File: src/hdl/cwq_pkg.sv
// Package for the circular wait queue: widths, operation and status codes,
// sequencer states, interface structs and the ring index helper.
// No dependencies.
package cwq_pkg;

   localparam int STORE_DEPTH  = 64;
   localparam int ADDR_W       = 6;
   localparam int CNT_W        = 7;
   localparam int PID_W        = 16;
   localparam int OP_W         = 3;
   localparam int DEF_CAPACITY = 64;

   typedef enum logic [OP_W-1:0] {
      OP_APPEND        = 3'd0,
      OP_APPEND_ABSENT = 3'd1,
      OP_CONTAINS      = 3'd2,
      OP_REMOVE        = 3'd3,
      OP_POP           = 3'd4,
      OP_DRAIN         = 3'd5,
      OP_LIST          = 3'd6
   } op_type;

   typedef enum logic [1:0] {
      ST_OK        = 2'd0,
      ST_FULL      = 2'd1,
      ST_NOT_FOUND = 2'd2,
      ST_EMPTY     = 2'd3
   } status_type;

   typedef enum logic [2:0] {
      S_IDLE,
      S_SEARCH,
      S_SHIFT,
      S_WALK,
      S_REPLY
   } state_type;

   typedef struct packed {
      logic              we;
      logic [ADDR_W-1:0] waddr;
      logic [PID_W-1:0]  wdata;
      logic [ADDR_W-1:0] raddr;
   } mem_req_type;

   typedef struct packed {
      status_type       status;
      logic             found;
      logic [PID_W-1:0] pid;
      logic [CNT_W-1:0] total;
      logic             last;
   } rsp_type;

   // Physical slot of the entry at the given distance from the head.
   function automatic logic [ADDR_W-1:0] ring_slot(input logic [ADDR_W-1:0] head,
                                                   input logic [CNT_W-1:0]  offset,
                                                   input logic [CNT_W-1:0]  cap);
      logic [CNT_W:0] sum;
      sum = {2'b00, head} + {1'b0, offset};
      if (sum >= {1'b0, cap}) begin
         sum = sum - {1'b0, cap};
      end
      return sum[ADDR_W-1:0];
   endfunction

endpackage

File: src/hdl/circular_wait_queue_unit.sv
// Append, pop, the unused code and every case that finds the queue empty are answered from the
// reply or walk state through the registered output, and the next request is taken once the
// sequencer is idle again. Contains, append if absent and remove walk the stored entries one per
// cycle; drain and list give one result per cycle while the output register is free to take it,
// the pace being set by the single read port of the entry store that the sequencer walks from the
// head. One request is handled at a time.
//
// Top level of the circular wait queue: output register and instances of
// cwq_ctrl and cwq_store. Depends on cwq_pkg.
module circular_wait_queue_unit
   import cwq_pkg::*;
#(
   parameter int CAPACITY = DEF_CAPACITY
)
(
   input  logic        clock,
   input  logic        reset,
   input  logic        req_tvalid,
   output logic        req_tready,
   input  logic [23:0] req_tdata,  // pid_value[15:0], max_count[22:16]
   input  logic [2:0]  req_tuser,  // operation[2:0]
   output logic        rsp_tvalid,
   input  logic        rsp_tready,
   output logic [23:0] rsp_tdata,  // out_pid[15:0], entry_total[22:16]
   output logic [2:0]  rsp_tuser,  // status[1:0], found[2]
   output logic        rsp_tlast
);

   mem_req_type      mreq;
   logic [PID_W-1:0] rd_data;
   logic             out_free;
   logic             rsp_load;
   rsp_type          rsp_next;

   logic             out_valid_ff, out_valid_in;
   rsp_type          out_ff, out_in;

   cwq_store u_store (
      .clock   (clock),
      .mreq    (mreq),
      .rd_data (rd_data)
   );

   cwq_ctrl #(
      .CAPACITY (CAPACITY)
   ) u_ctrl (
      .clock      (clock),
      .reset      (reset),
      .req_tvalid (req_tvalid),
      .req_tready (req_tready),
      .req_tdata  (req_tdata),
      .req_tuser  (req_tuser),
      .mreq       (mreq),
      .rd_data    (rd_data),
      .out_free   (out_free),
      .rsp_load   (rsp_load),
      .rsp_next   (rsp_next)
   );

   assign out_free = !out_valid_ff || rsp_tready;

   always_comb begin
      out_valid_in = out_valid_ff;
      out_in       = out_ff;
      if (rsp_load) begin
         out_valid_in = 1'b1;
         out_in       = rsp_next;
      end else if (rsp_tready) begin
         out_valid_in = 1'b0;
      end
   end

   always_ff @(posedge clock) begin
      if (reset) begin
         out_valid_ff <= 1'b0;
      end else begin
         out_valid_ff <= out_valid_in;
      end
      out_ff <= out_in;
   end

   assign rsp_tvalid = out_valid_ff;
   assign rsp_tdata  = {1'b0, out_ff.total, out_ff.pid};
   assign rsp_tuser  = {out_ff.found, out_ff.status};
   assign rsp_tlast  = out_ff.last;

endmodule

File: src/hdl/cwq_store.sv
// Entry store of the circular wait queue: one write port and one read port
// with registered read data. Depends on cwq_pkg.
module cwq_store
   import cwq_pkg::*;
(
   input  logic             clock,
   input  mem_req_type      mreq,
   output logic [PID_W-1:0] rd_data
);

   logic [PID_W-1:0] store_ff [STORE_DEPTH];
   logic [PID_W-1:0] rd_data_ff;

   always_ff @(posedge clock) begin
      if (mreq.we) begin
         store_ff[mreq.waddr] <= mreq.wdata;
      end
      rd_data_ff <= store_ff[mreq.raddr];
   end

   assign rd_data = rd_data_ff;

endmodule

File: src/hdl/cwq_ctrl.sv
// Sequencer of the circular wait queue: head and count registers, the walk
// over stored entries with one shared compare, and result generation.
// Depends on cwq_pkg; drives cwq_store through a mem_req_type struct.
module cwq_ctrl
   import cwq_pkg::*;
#(
   parameter int CAPACITY = DEF_CAPACITY
)
(
   input  logic             clock,
   input  logic             reset,
   input  logic             req_tvalid,
   output logic             req_tready,
   input  logic [23:0]      req_tdata,
   input  logic [OP_W-1:0]  req_tuser,
   output mem_req_type      mreq,
   input  logic [PID_W-1:0] rd_data,
   input  logic             out_free,
   output logic             rsp_load,
   output rsp_type          rsp_next
);

   localparam logic [CNT_W-1:0]  CAP_C  = CNT_W'(CAPACITY);
   localparam logic [ADDR_W-1:0] HEAD_MAX = ADDR_W'(CAPACITY - 1);

   state_type        state_ff, state_in;
   op_type           op_ff, op_in;
   logic [PID_W-1:0] pid_ff, pid_in;
   logic [CNT_W-1:0] lim_ff, lim_in;
   logic [CNT_W-1:0] idx_ff, idx_in;
   logic [ADDR_W-1:0] head_ff, head_in;
   logic [CNT_W-1:0] count_ff, count_in;
   status_type       status_ff, status_in;
   logic             found_ff, found_in;

   logic [CNT_W-1:0] windex;
   logic [CNT_W-1:0] count_m1;
   logic [CNT_W-1:0] list_n;
   logic [PID_W-1:0] req_pid;
   logic [CNT_W-1:0] req_max;
   logic             is_full;
   logic             last_entry;
   logic             walk_last;

   assign req_pid    = req_tdata[15:0];
   assign req_max    = req_tdata[22:16];
   assign count_m1   = count_ff - 7'd1;
   assign is_full    = count_ff >= CAP_C;
   assign last_entry = idx_ff == count_m1;
   assign walk_last  = idx_ff == (lim_ff - 7'd1);
   assign list_n     = (req_max < count_ff) ? req_max : count_ff;

   always_ff @(posedge clock) begin
      if (reset) begin
         state_ff <= S_IDLE;
         head_ff  <= '0;
         count_ff <= '0;
      end else begin
         state_ff <= state_in;
         head_ff  <= head_in;
         count_ff <= count_in;
      end
      op_ff     <= op_in;
      pid_ff    <= pid_in;
      lim_ff    <= lim_in;
      idx_ff    <= idx_in;
      status_ff <= status_in;
      found_ff  <= found_in;
   end

   always_comb begin
      state_in   = state_ff;
      op_in      = op_ff;
      pid_in     = pid_ff;
      lim_in     = lim_ff;
      idx_in     = idx_ff;
      head_in    = head_ff;
      count_in   = count_ff;
      status_in  = status_ff;
      found_in   = found_ff;
      req_tready = 1'b0;
      windex     = count_ff;
      mreq.we    = 1'b0;
      mreq.wdata = pid_ff;
      rsp_load   = 1'b0;
      rsp_next.status = status_ff;
      rsp_next.found  = found_ff;
      rsp_next.pid    = '0;
      rsp_next.total  = count_ff;
      rsp_next.last   = 1'b1;

      unique case (state_ff)
         S_IDLE: begin
            req_tready = 1'b1;
            idx_in     = '0;
            if (req_tvalid) begin
               op_in     = op_type'(req_tuser);
               pid_in    = req_pid;
               found_in  = 1'b0;
               status_in = ST_OK;
               state_in  = S_REPLY;
               unique case (op_type'(req_tuser))
                  OP_APPEND: begin
                     if (is_full) begin
                        status_in = ST_FULL;
                     end else begin
                        mreq.we    = 1'b1;
                        mreq.wdata = req_pid;
                        count_in   = count_ff + 7'd1;
                     end
                  end
                  OP_APPEND_ABSENT: begin
                     if (count_ff == '0) begin
                        mreq.we    = 1'b1;
                        mreq.wdata = req_pid;
                        count_in   = count_ff + 7'd1;
                     end else begin
                        state_in = S_SEARCH;
                     end
                  end
                  OP_CONTAINS, OP_REMOVE: begin
                     if (count_ff == '0) begin
                        status_in = ST_NOT_FOUND;
                     end else begin
                        state_in = S_SEARCH;
                     end
                  end
                  OP_POP: begin
                     if (count_ff == '0) begin
                        status_in = ST_EMPTY;
                     end else begin
                        lim_in   = 7'd1;
                        state_in = S_WALK;
                     end
                  end
                  OP_DRAIN: begin
                     if (count_ff == '0) begin
                        status_in = ST_EMPTY;
                        head_in   = '0;
                     end else begin
                        lim_in   = count_ff;
                        state_in = S_WALK;
                     end
                  end
                  OP_LIST: begin
                     if (count_ff == '0) begin
                        status_in = ST_EMPTY;
                     end else if (list_n != '0) begin
                        lim_in   = list_n;
                        state_in = S_WALK;
                     end
                  end
                  default: begin
                  end
               endcase
            end
         end

         S_SEARCH: begin
            if (rd_data == pid_ff) begin
               found_in = 1'b1;
               state_in = S_REPLY;
               if (op_ff == OP_REMOVE) begin
                  if (last_entry) begin
                     count_in = count_m1;
                  end else begin
                     idx_in   = idx_ff + 7'd1;
                     state_in = S_SHIFT;
                  end
               end
            end else if (last_entry) begin
               state_in = S_REPLY;
               if (op_ff == OP_APPEND_ABSENT) begin
                  if (is_full) begin
                     status_in = ST_FULL;
                  end else begin
                     mreq.we  = 1'b1;
                     count_in = count_ff + 7'd1;
                  end
               end else begin
                  status_in = ST_NOT_FOUND;
               end
            end else begin
               idx_in = idx_ff + 7'd1;
            end
         end

         S_SHIFT: begin
            mreq.we    = 1'b1;
            mreq.wdata = rd_data;
            windex     = idx_ff - 7'd1;
            if (last_entry) begin
               count_in = count_m1;
               state_in = S_REPLY;
            end else begin
               idx_in = idx_ff + 7'd1;
            end
         end

         S_WALK: begin
            rsp_next.status = ST_OK;
            rsp_next.found  = 1'b0;
            rsp_next.pid    = rd_data;
            rsp_next.last   = walk_last;
            if (op_ff == OP_POP) begin
               rsp_next.total = count_m1;
            end else if (op_ff == OP_DRAIN) begin
               rsp_next.total = '0;
            end
            if (out_free) begin
               rsp_load = 1'b1;
               if (walk_last) begin
                  state_in = S_IDLE;
                  if (op_ff == OP_POP) begin
                     head_in  = (head_ff == HEAD_MAX) ? '0 : head_ff + 6'd1;
                     count_in = count_m1;
                  end else if (op_ff == OP_DRAIN) begin
                     head_in  = '0;
                     count_in = '0;
                  end
               end else begin
                  idx_in = idx_ff + 7'd1;
               end
            end
         end

         S_REPLY: begin
            if (out_free) begin
               rsp_load = 1'b1;
               state_in = S_IDLE;
            end
         end

         default: begin
            state_in = S_IDLE;
         end
      endcase

      mreq.waddr = ring_slot(head_ff, windex, CAP_C);
      mreq.raddr = ring_slot(head_ff, idx_in, CAP_C);
   end

`ifndef SYNTHESIS
   a_count_bound: assert property (@(posedge clock) disable iff (reset)
      count_ff <= CAP_C)
      else $error("Entry count exceeds the capacity.");

   a_head_bound: assert property (@(posedge clock) disable iff (reset)
      head_ff <= HEAD_MAX)
      else $error("Head index outside the ring.");

   a_append_grows: assert property (@(posedge clock) disable iff (reset)
      (mreq.we && state_ff != S_SHIFT) |=> count_ff == $past(count_ff) + 7'd1)
      else $error("Store written by an append without the count growing.");

   a_walk_bound: assert property (@(posedge clock) disable iff (reset)
      state_ff == S_WALK |-> (idx_ff < lim_ff && lim_ff <= count_ff))
      else $error("Walk index runs past its limit.");
`endif

endmodule

File: config.mk
export PLATFORM = sky130hd
export DESIGN_NAME = circular_wait_queue_unit
export DESIGN_NICKNAME = d
export VERILOG_FILES = /design/src/hdl/cwq_pkg.sv /design/src/hdl/circular_wait_queue_unit.sv /design/src/hdl/cwq_store.sv /design/src/hdl/cwq_ctrl.sv
export SDC_FILE = /design/constraint.sdc
export NUM_CORES = 1
export LEC_CHECK = 0
export BUFFER_PORTS_ARGS = -buffer_cell sky130_fd_sc_hd__buf_2
export CAP_MARGIN = 30
export CORE_UTILIZATION = 28
export CTS_CLUSTER_DIAMETER = 80
export CTS_CLUSTER_SIZE = 8
export DETAILED_ROUTE_END_ITERATION = 6
export PLACE_DENSITY_LB_ADDON = 0.1
export SETUP_SLACK_MARGIN = 0.4
export SKIP_CTS_REPAIR_TIMING = 1
export SYNTH_ARGS = -nofsm -noshare
export SYNTH_HDL_FRONTEND = slang
export SYNTH_SLANG_ARGS = --single-unit
File: constraint.sdc
create_clock -name clock -period 5.4 [get_ports clock]
set_input_delay 1.08 -clock clock [delete_from_list [all_inputs] [get_ports clock]]
set_output_delay 1.08 -clock clock [all_outputs]
set_load 0.05 [all_outputs]
# Word-level counts from Yosys, hierarchy flattened
# Memories as Yosys holds them, arrays and structs flattened. A register that Yosys moved wholly into a read port is not among the register bits.
# Cells that the tools add are included.
[word_totals]
inputBits = 31
word_cells = 177
memories = 1
ramBits = 1024
register_bits = 80
[op_classes]
eq_ne = 38
n_lt_le_gt_ge = 4
muxes = 86
n_addsub = 10
reduce_logical = 23
[memory_table]
columns = ["name", "words", "word_bits", "rd", "rd_clocked_by_memory_dff", "wr", "line", "source"]
rows = [
  ["u_store.store_ff", 64, 16, 1, 1, 1, "cwq_store.sv:11", "logic [PID_W-1:0] store_ff [STORE_DEPTH];"],
]
[ops]
columns = ["cell", "count"]
rows = [
  ["7-bit two-way mux", 23],
  ["16-bit case mux with 2 select lines", 2],
  ["6-bit two-way mux", 10],
  ["7-bit case mux with 4 select lines", 2],
  ["16-bit two-way mux", 3],
  ["3-bit two-way mux", 12],
  ["7-bit case mux with 3 select lines", 1],
  ["7-bit by 1-bit subtractor with 7-bit output (second input constant)", 3],
  ["3-bit equality test (second input constant)", 6],
  ["6-bit by 7-bit adder with 8-bit output", 2],
  ["16-bit equality test", 1],
  ["8-bit by 7-bit >= comparator with 1-bit output (second input constant)", 2],
  ["1-bit two-way mux", 16],
  ["2-bit != test (second input constant)", 8],
  ["3-bit by 2-bit equality test with 1-bit output (second input constant)", 5],
  ["3-bit case mux with 5 select lines", 1],
  ["7-bit by 1-bit adder with 7-bit output (second input constant)", 2],
  ["7-bit equality test", 2],
  ["2-bit two-way mux", 7],
  ["7-bit case mux with 2 select lines", 1],
  ["7-bit AND reduction", 2],
  ["6-bit case mux with 2 select lines", 1],
  ["6-bit by 1-bit subtractor with 6-bit output (second input constant)", 2],
  ["2-bit by 1-bit != test with 1-bit output (second input constant)", 5],
  ["other kinds (29)", 42],
]

# Depth between registers and ports, before layout
# Gate-level depths: netlist of the first run.
[depth]
depth_word = 9
ltp_mapped = 23

# Cells and area by module
# Synthesis of the first run repeated with hierarchy kept, for this count alone.
[unflattened]
hier_cells = 2475
hier_area_um2 = 45713.8
[by_module_without_submodules]
columns = ["module", "area_each_um2", "n_inst", "cells_each", "seq_area_each_um2"]
rows = [
  ["cwq_store", 39978.3, 1, 1820, 31069.8],
  ["cwq_ctrl", 4867.2, 1, 622, 1341.3],
  ["circular_wait_queue_unit", 868.3, 1, 33, 830.8],
]

# Least setup slack after synthesis of the first run
# No wires, ideal clock.
[synth_path]
path_kind = "register to register"
start = "reg u_ctrl.count_ff[0]"
end = "reg u_store.rd_data_ff[3], in the netlist u_store.rd_data[3] (read register of u_store.store_ff)"
synth_period_minus_slack_ps = 5432
path_stages_with_launch = 21
arrival_time_ps = 5303
n_path_buf = 4
setup_slack_ps = -32
setup_ps = 129
cell_sequence = "dfxtp_1 > clkbuf_1 > inv_1 > ha_1 > buf_2 > nor3b_1 > and3_1 > o2111ai_1 > or3_1 > buf_6 > a22oi_4 > nor2_1 > inv_1 > mux2i_1 > ha_1 > fa_1 > xnor2_1 > clkbuf_1 > mux4_2 > mux2i_1 > mux2i_1"
[synth_via]
elab_chain_cells = 9
word_cells_on_any_way = 10
classes_between = "add/sub: 3; order compare: 1; eq/ne: 1; mux: 5"
[synth_lines]
columns = ["element", "line", "source"]
rows = [
  ["start, declared", "cwq_ctrl.sv:32", "logic [CNT_W-1:0] count_ff, count_in;"],
  ["start signal, assigned", "cwq_ctrl.sv:61", "count_ff <= count_in;"],
  ["7-bit by 1-bit subtractor with 7-bit output *", "cwq_ctrl.sv:47", "assign count_m1 = count_ff - 7'd1;"],
  ["7-bit equality test *", "cwq_ctrl.sv:49", "assign last_entry = idx_ff == count_m1;"],
  ["7-bit two-way mux *", "cwq_ctrl.sv:164, cwq_ctrl.sv:171, cwq_ctrl.sv:192", ""],
  ["7-bit two-way mux", "cwq_ctrl.sv:163", "if (op_ff == OP_REMOVE) begin"],
  ["7-bit two-way mux", "cwq_ctrl.sv:160", "if (rd_data == pid_ff) begin"],
  ["7-bit case mux with 4 select lines *", "cwq_ctrl.sv:92", "unique case (state_ff)"],
  ["net u_ctrl.idx_in[0]", "cwq_ctrl.sv:30", "logic [CNT_W-1:0] idx_ff, idx_in;"],
  ["6-bit by 7-bit adder with 8-bit output *", "cwq_pkg.sv:58", "sum = {2'b00, head} + {1'b0, offset};"],
  ["8-bit by 7-bit >= comparator with 1-bit output / 6-bit by 1-bit subtractor with 6-bit output (equally long branches)", "cwq_pkg.sv:59, cwq_pkg.sv:60", ""],
  ["6-bit two-way mux *", "cwq_pkg.sv:59", "if (sum >= {1'b0, cap}) begin"],
  ["end, declared", "cwq_store.sv:12", "logic [PID_W-1:0] rd_data_ff;"],
]
# The timed path passes the listed nets; every way through them passes the cells marked *.
# A chain may end at the register's enable or synchronous reset.

# Worst setup path in the final report of the first run
[layout_path]
start = "reg u_ctrl.count_ff[0]"
end = "reg u_store.rd_data_ff[11], in the netlist u_store.rd_data[11] (read register of u_store.store_ff)"
# Same word-level chain as after synthesis.

==> results list, run 1 <==
- The flow ran to the end, and the final reports show no timing, DRC or antenna violations.
- Clock-pin slew reported for the worst setup and hold paths after clock tree synthesis: 0.05 ns
- Registers are responsible for 44.7% of the overall power.
- Worst Setup End Kind: flip-flop
* Flops & latches, synth: 1120
* Min-delay src: u_ctrl.status_ff[1]
- The synthesized design devotes to its leading area cell type 71.7% of total area.
- Total leakage power: 0.0173 µW
- Initial Util: 28.2%
- Once detailed placement completed, the half-perimeter wirelength came to 78000 µm.
- Headroom to the max-slew limit: 40.5%
- I/O pins: 61
- Top flip-flop cell by instance count after synthesis: sky130_fd_sc_hd__edfxtp_1
- Fill cell count: 15100
- In the routed layout, each cell is associated on average with a via count of 4.82.
- In this run the worst path has a maximum fanout of 6.
* Weighted congestion at the end of routability-driven global placement: 0.828
- Net switching is 26.4% of the power.
* Layout Nets: 2681
- CP cell instances: buf_6 -> or4_4 -> nor2_4 -> xnor2_2 -> nor3_4 -> nor3_2 -> buf_4 -> o31a_1 -> mux2i_2 -> ha_4 -> fa_4 -> buf_12 -> buf_16 -> buf_12 -> mux4_2 -> mux4_2 -> mux2i_1 -> buf_4 -> mux2i_1
- Final period util: 97.2%
* Post-Route Skew: 0.0279 ns
* DRT Pass-1 Iters: 5
- Mean Syn Cell Area: 19.9 µm²
- CTS Buf Count: 159
- Remaining design rule violation count: 0
- Full die area: 163000 µm²
- For this run the aggregate overflow at the end of global routing stands at 0.
- Final number of setup-violating endpoints: 0
- GR Util met2: 24.7%
* Synthesis warning total: 0
* Worst path slowest cell: sky130_fd_sc_hd__fa_4
* Sequential-to-total area share from yosys stat: 73.4%
- End point of the most critical hold path: rsp_tuser[1]
- At the pin with the least slew margin, the transition time is 0.891 ns.
- The cell count after synthesis came out at 2271.
- Number of DRC markers after the initial detailed-route iteration: 2034
- Startpoint type of the worst setup path: flip-flop
- Cell-internal power: 17500 µW
- Insertion delay of the later-clocked pin in the worst-skew pair: 0.78 ns
* Clock Path Buffers: 3
- FFs w/ async S/R, synth: 0%
* Placeable core region: 161000 µm²
- The number of nets in the synthesized netlist is 2327.
* WP data required: 6.02 ns
- Final Max Tran Viols: 0
* Count of antenna-violating nets left after detailed routing: 0
- Unrepaired setup endpoints after global routing: yes
* Highest-utilization routing layer at the global route stage: met2
* Distinct cell type count after synthesis: 72
- Most area-consuming cells after synthesis: sky130_fd_sc_hd__edfxtp_1, sky130_fd_sc_hd__mux4_2, sky130_fd_sc_hd__dfxtp_1
- First-pass GRT wire length: 179000 µm
* Worst Path Class, Setup: reg -> reg
* Largest area contributor in the netlist: sky130_fd_sc_hd__edfxtp_1
- The worst register-to-register path begins at u_ctrl.count_ff[0].
- Based on the critical path, the design can be clocked at up to 0.190 GHz.
- Critical path arrival: 5.87 ns
* Cells on worst reg2reg path: 19
* Routing usage on met1: 21.4%
- Number of instances on the worst hold path: 1
- Portion of total power attributed to combinational logic: 17.8%
* Final-layout setup total negative slack: 0 ns
* Worst reg2reg setup slack: 0.15 ns
- CTS tree: built
* Cell row count: 147
* Die boundary height: 404 µm
* Initial antenna violation count: 2
- The path class of the tightest hold or removal check is reg -> reg.
- Net Switching: 6260 µW
* Clock share of power: 37.5%
- sky130_fd_sc_hd__edfxtp_1 is the most common cell in the netlist.
- For this run, the slowest stage of the critical path takes 0.67 ns.
- Buffers plus inverters on the worst setup path: 6
- Post-layout minimum cycle time: 5.25 ns
* Met3 Usage GRT: 3.71%
* Routed len/inst: 26.6 µm
- Max VDD drop: 0.246 mV
* Gate family responsible for the most delay along the worst path: multiplexers
- For this block, the via count after detailed routing is 23200.
- Relative to the synthesized area, the layout overhead comes to 21.4%.
- Number of H-tree levels: 4
- Entering global routing, the biggest net connects 65 pins.
* Hold Fails Final Rpt: 0
* Vias in the first global route: 24200
- Global router's overall resource usage: 15.6%
- In this run the power density over the cells is 432 nW/µm².
- Sinks on Clock Net: 1120
- The tree is rooted in a sky130_fd_sc_hd__clkbuf_16.
* Final core occ: 34.3%
* MaxCap Viol Count: 0
- Buffers placed on the I/O ports in this run total 58.
- The endpoint identified for the worst register-to-register timing path is u_store.rd_data[11].
- In this run, synthesis inferred 1081 flip-flops with an integrated enable.
- Total wirelength of the detailed-routed design: 128000 µm
* Netlist area before placement: 45300 µm²
- In this run the horizontal extent of the chip is 404 µm.
- The post-route netlist has 33.2% of its cells at a drive strength greater than 1.
- Post-Route Hold Slack: 0.528 ns
* Ranking of synthesized cells by instance count: sky130_fd_sc_hd__edfxtp_1, sky130_fd_sc_hd__mux4_2, sky130_fd_sc_hd__nor2_1, sky130_fd_sc_hd__clkbuf_1, sky130_fd_sc_hd__nand2_1
-- area by class of cell --
type,count,area (µm²),share of cell area (%)
clock buffers,177,4150,7.55
repair buffers,312,2810,5.11
well taps,2160,2700,4.91
multi-input cells,1003,11800,21.5
inverters,29,109,0.198
clock inverters,13,171,0.312
diodes,2,5.00,0.00910
flip-flops and latches,1120,33200,60.4
-- sequential cells by signal (all words and copies together), names as in the netlist, 6 cells and up, named ones only --
| register | count |
|---|---|
| u_ctrl.idx_ff | 6 |
| u_ctrl.lim_ff | 7 |
| u_store.rd_data | 16 |
| u_ctrl.pid_ff | 16 |
| u_ctrl.head_ff | 6 |
| rsp_tdata | 23 |
| u_ctrl.count_ff | 7 |
| u_store.store_ff | 1024 |
-- stage by stage --
stage / worst slack (ns) / area, µm² / std cells / total power [µW]
2_1_floorplan: 0.407 / 45400 / 2271 / 13200
3_3_place_gp: 0.00664 / 50000 / 4584 / 14900
3_5_place_dp: -0.0279 / 50000 / 4586 / 15000
4_1_cts: -0.0640 / 54400 / 4776 / 24000
5_1_grt: -0.0134 / 55000 / 4814 / 24700
6_report: 0.149 / 55000 / 4816 / 23700
-- worst max path at each step --
stage / startpoint / endpoint / slack (ns) / cells past startpoint
finish: u_ctrl.count_ff[0] / u_store.rd_data[11] / 0.15 / 19
global route: u_ctrl.count_ff[1] / u_store.rd_data[11] / -0.01 / 20
CTS: u_ctrl.count_ff[1] / u_store.rd_data[14] / -0.06 / 19
detailed placement: u_ctrl.count_ff[1] / u_store.rd_data[14] / -0.03 / 19
global placement: u_ctrl.count_ff[1] / u_store.rd_data[0] / 0.007 / 20
floorplan: u_ctrl.count_ff[0] / u_store.rd_data[1] / 0.41 / 21
-- layout by cell type (no fill, tap or decap), types with 13 or more instances in the layout --
master                      instances
sky130_fd_sc_hd__a21oi_1           48
sky130_fd_sc_hd__and2_1            25
sky130_fd_sc_hd__buf_12            31
sky130_fd_sc_hd__buf_2             58
sky130_fd_sc_hd__buf_4            202
sky130_fd_sc_hd__clkbuf_1          13
sky130_fd_sc_hd__clkbuf_16        169
sky130_fd_sc_hd__dfxtp_1           37
sky130_fd_sc_hd__edfxtp_1        1081
sky130_fd_sc_hd__ha_1              21
sky130_fd_sc_hd__inv_1             26
sky130_fd_sc_hd__mux2i_1           43
sky130_fd_sc_hd__mux4_2           320
sky130_fd_sc_hd__nand2_1           72
sky130_fd_sc_hd__nand3_1           22
sky130_fd_sc_hd__nor2_1           138
sky130_fd_sc_hd__nor2_4            16
sky130_fd_sc_hd__nor2b_1           16
sky130_fd_sc_hd__nor3_1            15
sky130_fd_sc_hd__o21ai_0           41
sky130_fd_sc_hd__o22ai_1           19
sky130_fd_sc_hd__xnor2_1           17
sky130_fd_sc_hd__xor2_1            31
-- power by group through the flow --
stage	combinational, µW	clock, µW	sequential (µW)
global route	4560	9490	10600
finish	4220	8900	10600
floorplan	2340	0	10900
detailed placement	4220	0	10800
global placement	4120	0	10800
CTS	4230	9200	10600
-- cells by family after synthesis --
kind of cell               count (synthesis)  share of synthesized area, %
AOI/OAI and AO/OA                        188                          2.73
adders and majority gates                 25                         0.724
DFF                                     1120                          73.4
muxes                                    373                          17.1
and+or+nand+nor                          362                          3.66
xor gates and xnor gates                  54                          1.12
other                                      1                       0.00828
buffers and inverters                    148                          1.30
-- per-layer routing --
layer  vias up  share of wire (%)
met5         -                  0
met4         0                2.2
met3       173                5.8
met2       644                 47
met1     12400                 45
li1       9977                  -
Power figures use the tool's default switching activity.
==> run 2: changes to the inputs <==
==> constraint.sdc (replaced) <==
create_clock -name clock -period 5.5 [get_ports clock]
set_input_delay 1.1 -clock clock [delete_from_list [all_inputs] [get_ports clock]]
set_output_delay 1.1 -clock clock [all_outputs]
set_load 0.05 [all_outputs]
==> results list, run 2 (same netlist as run 1, synthesis figures left out) <==
* Final number of setup-violating endpoints: 0 (unchanged)
- The number of nets in the finished design came to 2669 (-0.45%).
- Area after detailed placement: 50000 µm² (about the same)
- The worst setup path is captured at a flip-flop.
- The number of clock sinks was 1120 (unchanged).
- The transition at the pin with the smallest max-transition slack was 0.927 ns (+0.0363 ns).
- u_store.store_ff holds more flip-flops than any other register.
* Vias in the first global route: 24300 (+0.33%)
- Final Max Tran Viols: 0 (unchanged)
* Post-layout minimum cycle time: 5.24 ns (-0.0109 ns)
- The run finished with clean final reports.
- Global router's overall resource usage: 15.7% (+0.076 points)
- The worst register-to-register path ends at u_store.rd_data[15].
* Share of cells above drive strength 1: 32.5% (-0.73 points)
- The DRC marker count from the first detailed-route iteration came to 1869 (-8.1%).
- The amount of wire on met3 after detailed routing is 5680 µm (-24%).
- The die height was 404 µm (unchanged).
* Worst hold path class: reg -> reg
* Hold Fails Final Rpt: 0 (unchanged)
- The root buffer cell chosen for the clock tree is sky130_fd_sc_hd__clkbuf_16.
* Routed len/inst: 26.7 µm (+0.31%)
* Maximum frequency from static timing analysis: 0.191 GHz (+0.21%)
* Max VDD drop: 0.308 mV (+25%)
- Largest net degree at the start of global routing: 65 (unchanged)
* Worst Path Class, Setup: reg -> reg
- The number of vias after detailed routing was 23000 (-0.84%).
- CTS tree: built
- The worst clock skew is 0.0366 ns (+0.00878 ns).
* Most common library cell in the layout ignoring fill and taps: sky130_fd_sc_hd__edfxtp_1
- Remaining design rule violation count: 0 (unchanged)
- Clock-pin slew reported for the worst setup and hold paths after clock tree synthesis: 0.05 ns (about the same)
- The hold slack was 0.522 ns (-0.00596 ns).
- The number of I/O port buffers came to 58 (unchanged).
- The met1 routed wirelength after detailed routing is 58700 µm (+2.7%).
* Sum of overflow across all layers after global routing: 0 (unchanged)
- The overall power consumption is 23600 µW (-0.83%).
- Cell row count: 147 (unchanged)
- The arrival time at the worst endpoint came to 5.83 ns (-0.04 ns).
- The detailed-routed wire length on met2 is 61100 µm (+0.34%).
- The required time at the endpoint of the critical path is 6.09 ns (+0.07 ns).
* Final-layout setup total negative slack: 0 ns (unchanged)
- The hold-critical path depth was 1 (unchanged).
- The power density relative to cell area is 428 nW/µm² (-0.96%).
- The number of detailed-route iterations in the first pass is 5 (unchanged).
- The cell count of the worst reg-to-reg path is 17 (-2).
* Insertion delay of the later-clocked pin in the worst-skew pair: 0.78 ns (about the same)
- The number of placed I/O pins is 61 (unchanged).
* Number of H-tree levels: 4 (unchanged)
- Source of the critical timing path: u_ctrl.lim_ff[6]
- The placer congestion estimate came to 0.809 (-2.3%).
- STA classifies the critical path startpoint as a flip-flop.
- The initial core utilization was 28.2% (unchanged).
- Synthesis-to-finish area growth: 21.6%
- Chip width: 404 µm (unchanged)
- Final core occ: 34.3% (+0.044 points)
- Full die area: 163000 µm² (unchanged)
* Count of antenna-violating nets left after detailed routing: 0 (unchanged)
* Initial antenna violation count: 6 (+4)
- The top fanout value on the critical path was 14 (+8).
- MaxCap Viol Count: 0 (unchanged)
* Worst reg2reg setup slack: 0.26 ns (+0.11 ns)
- The detail-routed via count per cell is 4.78 (-0.82%).
* Top sig layer: met4
- First-pass GRT wire length: 181000 µm (+0.75%)
* Total wirelength of the detailed-routed design: 129000 µm (+0.29%)
- Setup repair after global routing could not meet its margin everywhere.
- End point of the most critical hold path: rsp_tuser[0]
* Total leakage power: 0.0172 µW (-0.14%)
* Headroom to the max-slew limit: 38.1% (-2.3 points)
- The flip-flop count of the largest register after layout is 1024 (unchanged).
- Post-route cell area: 55100 µm² (+0.13%)
- Final period util: 95.3% (-2.0 points)
- In this run the critical register-to-register path is launched from u_ctrl.lim_ff[6].
- The maximum buffer depth of the clock tree is 3 (unchanged).
- Min-delay src: u_ctrl.status_ff[0]
- Leading cell types in the layout, fill and taps excluded: sky130_fd_sc_hd__edfxtp_1, sky130_fd_sc_hd__mux4_2, sky130_fd_sc_hd__buf_4
- Total half-perimeter wirelength after legalization and detailed placement: 79600 µm (+2.1%)
* CTS Buf Count: 158 (-0.63%)
- The core area was 161000 µm² (unchanged).
run 2: cell count changes in the layout (fill, tap and decap cells not counted), sizes merged:
cell / change
buf: -12
clkbuf: +12
clkinvlp: -1
diode: +1
inv: -1
run 2: final cells by class:
cell class              instances  area (µm²)
clock inverters                11         163
diodes                          3        7.51
inverters                      29         109
flip-flops and latches       1120       33200
repair buffers                301        2830
multi-input cells            1003       11800
fillers                     15000      106000
well taps                    2160        2700
clock buffers                 188        4190
run 2: where the power goes:
part | internal (µW) | switching, µW | total (µW)
logic | 1710 | 2620 | 4330
registers | 10300 | 146 | 10400
clock network | 5290 | 3500 | 8790
total | 17300 | 6270 | 23500
run 2: how the worst max path moves through the flow:
| stage | endpoint | slack, ns | cells after the start |
|---|---|---|---|
| floorplan | u_store.rd_data[0] | 0.41 | 21 |
| CTS | u_store.rd_data[14] | -0.15 | 18 |
| global placement | u_store.rd_data[11] | -0.06 | 19 |
| global route | u_store.rd_data[11] | 0.08 | 20 |
| finish | u_store.rd_data[15] | 0.26 | 17 |
| detailed placement | u_store.rd_data[14] | -0.10 | 18 |
run 2: routing by layer:
layer	global-route usage (%)	up-vias
met5	0	-
met1	21.8	12300
met3	2.74	168
met4	4.80	0
li1	-	9979
met2	25.0	553
run 2: through the flow:
stage | cells | setup slack [ns]
finish | 4815 | 0.260
global route | 4812 | 0.0770
CTS | 4776 | -0.147
detailed placement | 4577 | -0.104
global placement | 4577 | -0.0640
floorplan | 2271 | 0.409
run 2: critical path, stage by stage, from the launching register on:
cell and delay (ns):
sky130_fd_sc_hd__edfxtp_1 0.45, sky130_fd_sc_hd__xnor2_1 0.22, sky130_fd_sc_hd__or4b_4 0.52, sky130_fd_sc_hd__a21oi_4 0.21, sky130_fd_sc_hd__o2111ai_4 0.21, sky130_fd_sc_hd__a22oi_4 0.29
sky130_fd_sc_hd__nor2_4 0.07, sky130_fd_sc_hd__buf_6 0.15, sky130_fd_sc_hd__nand2_4 0.04, sky130_fd_sc_hd__o21ai_2 0.05, sky130_fd_sc_hd__buf_6 0.12, sky130_fd_sc_hd__fa_4 0.97
sky130_fd_sc_hd__buf_12 0.23, sky130_fd_sc_hd__buf_12 0.18, sky130_fd_sc_hd__mux4_2 0.35, sky130_fd_sc_hd__mux4_2 0.59, sky130_fd_sc_hd__mux2i_1 0.18, sky130_fd_sc_hd__mux2i_1 0.15
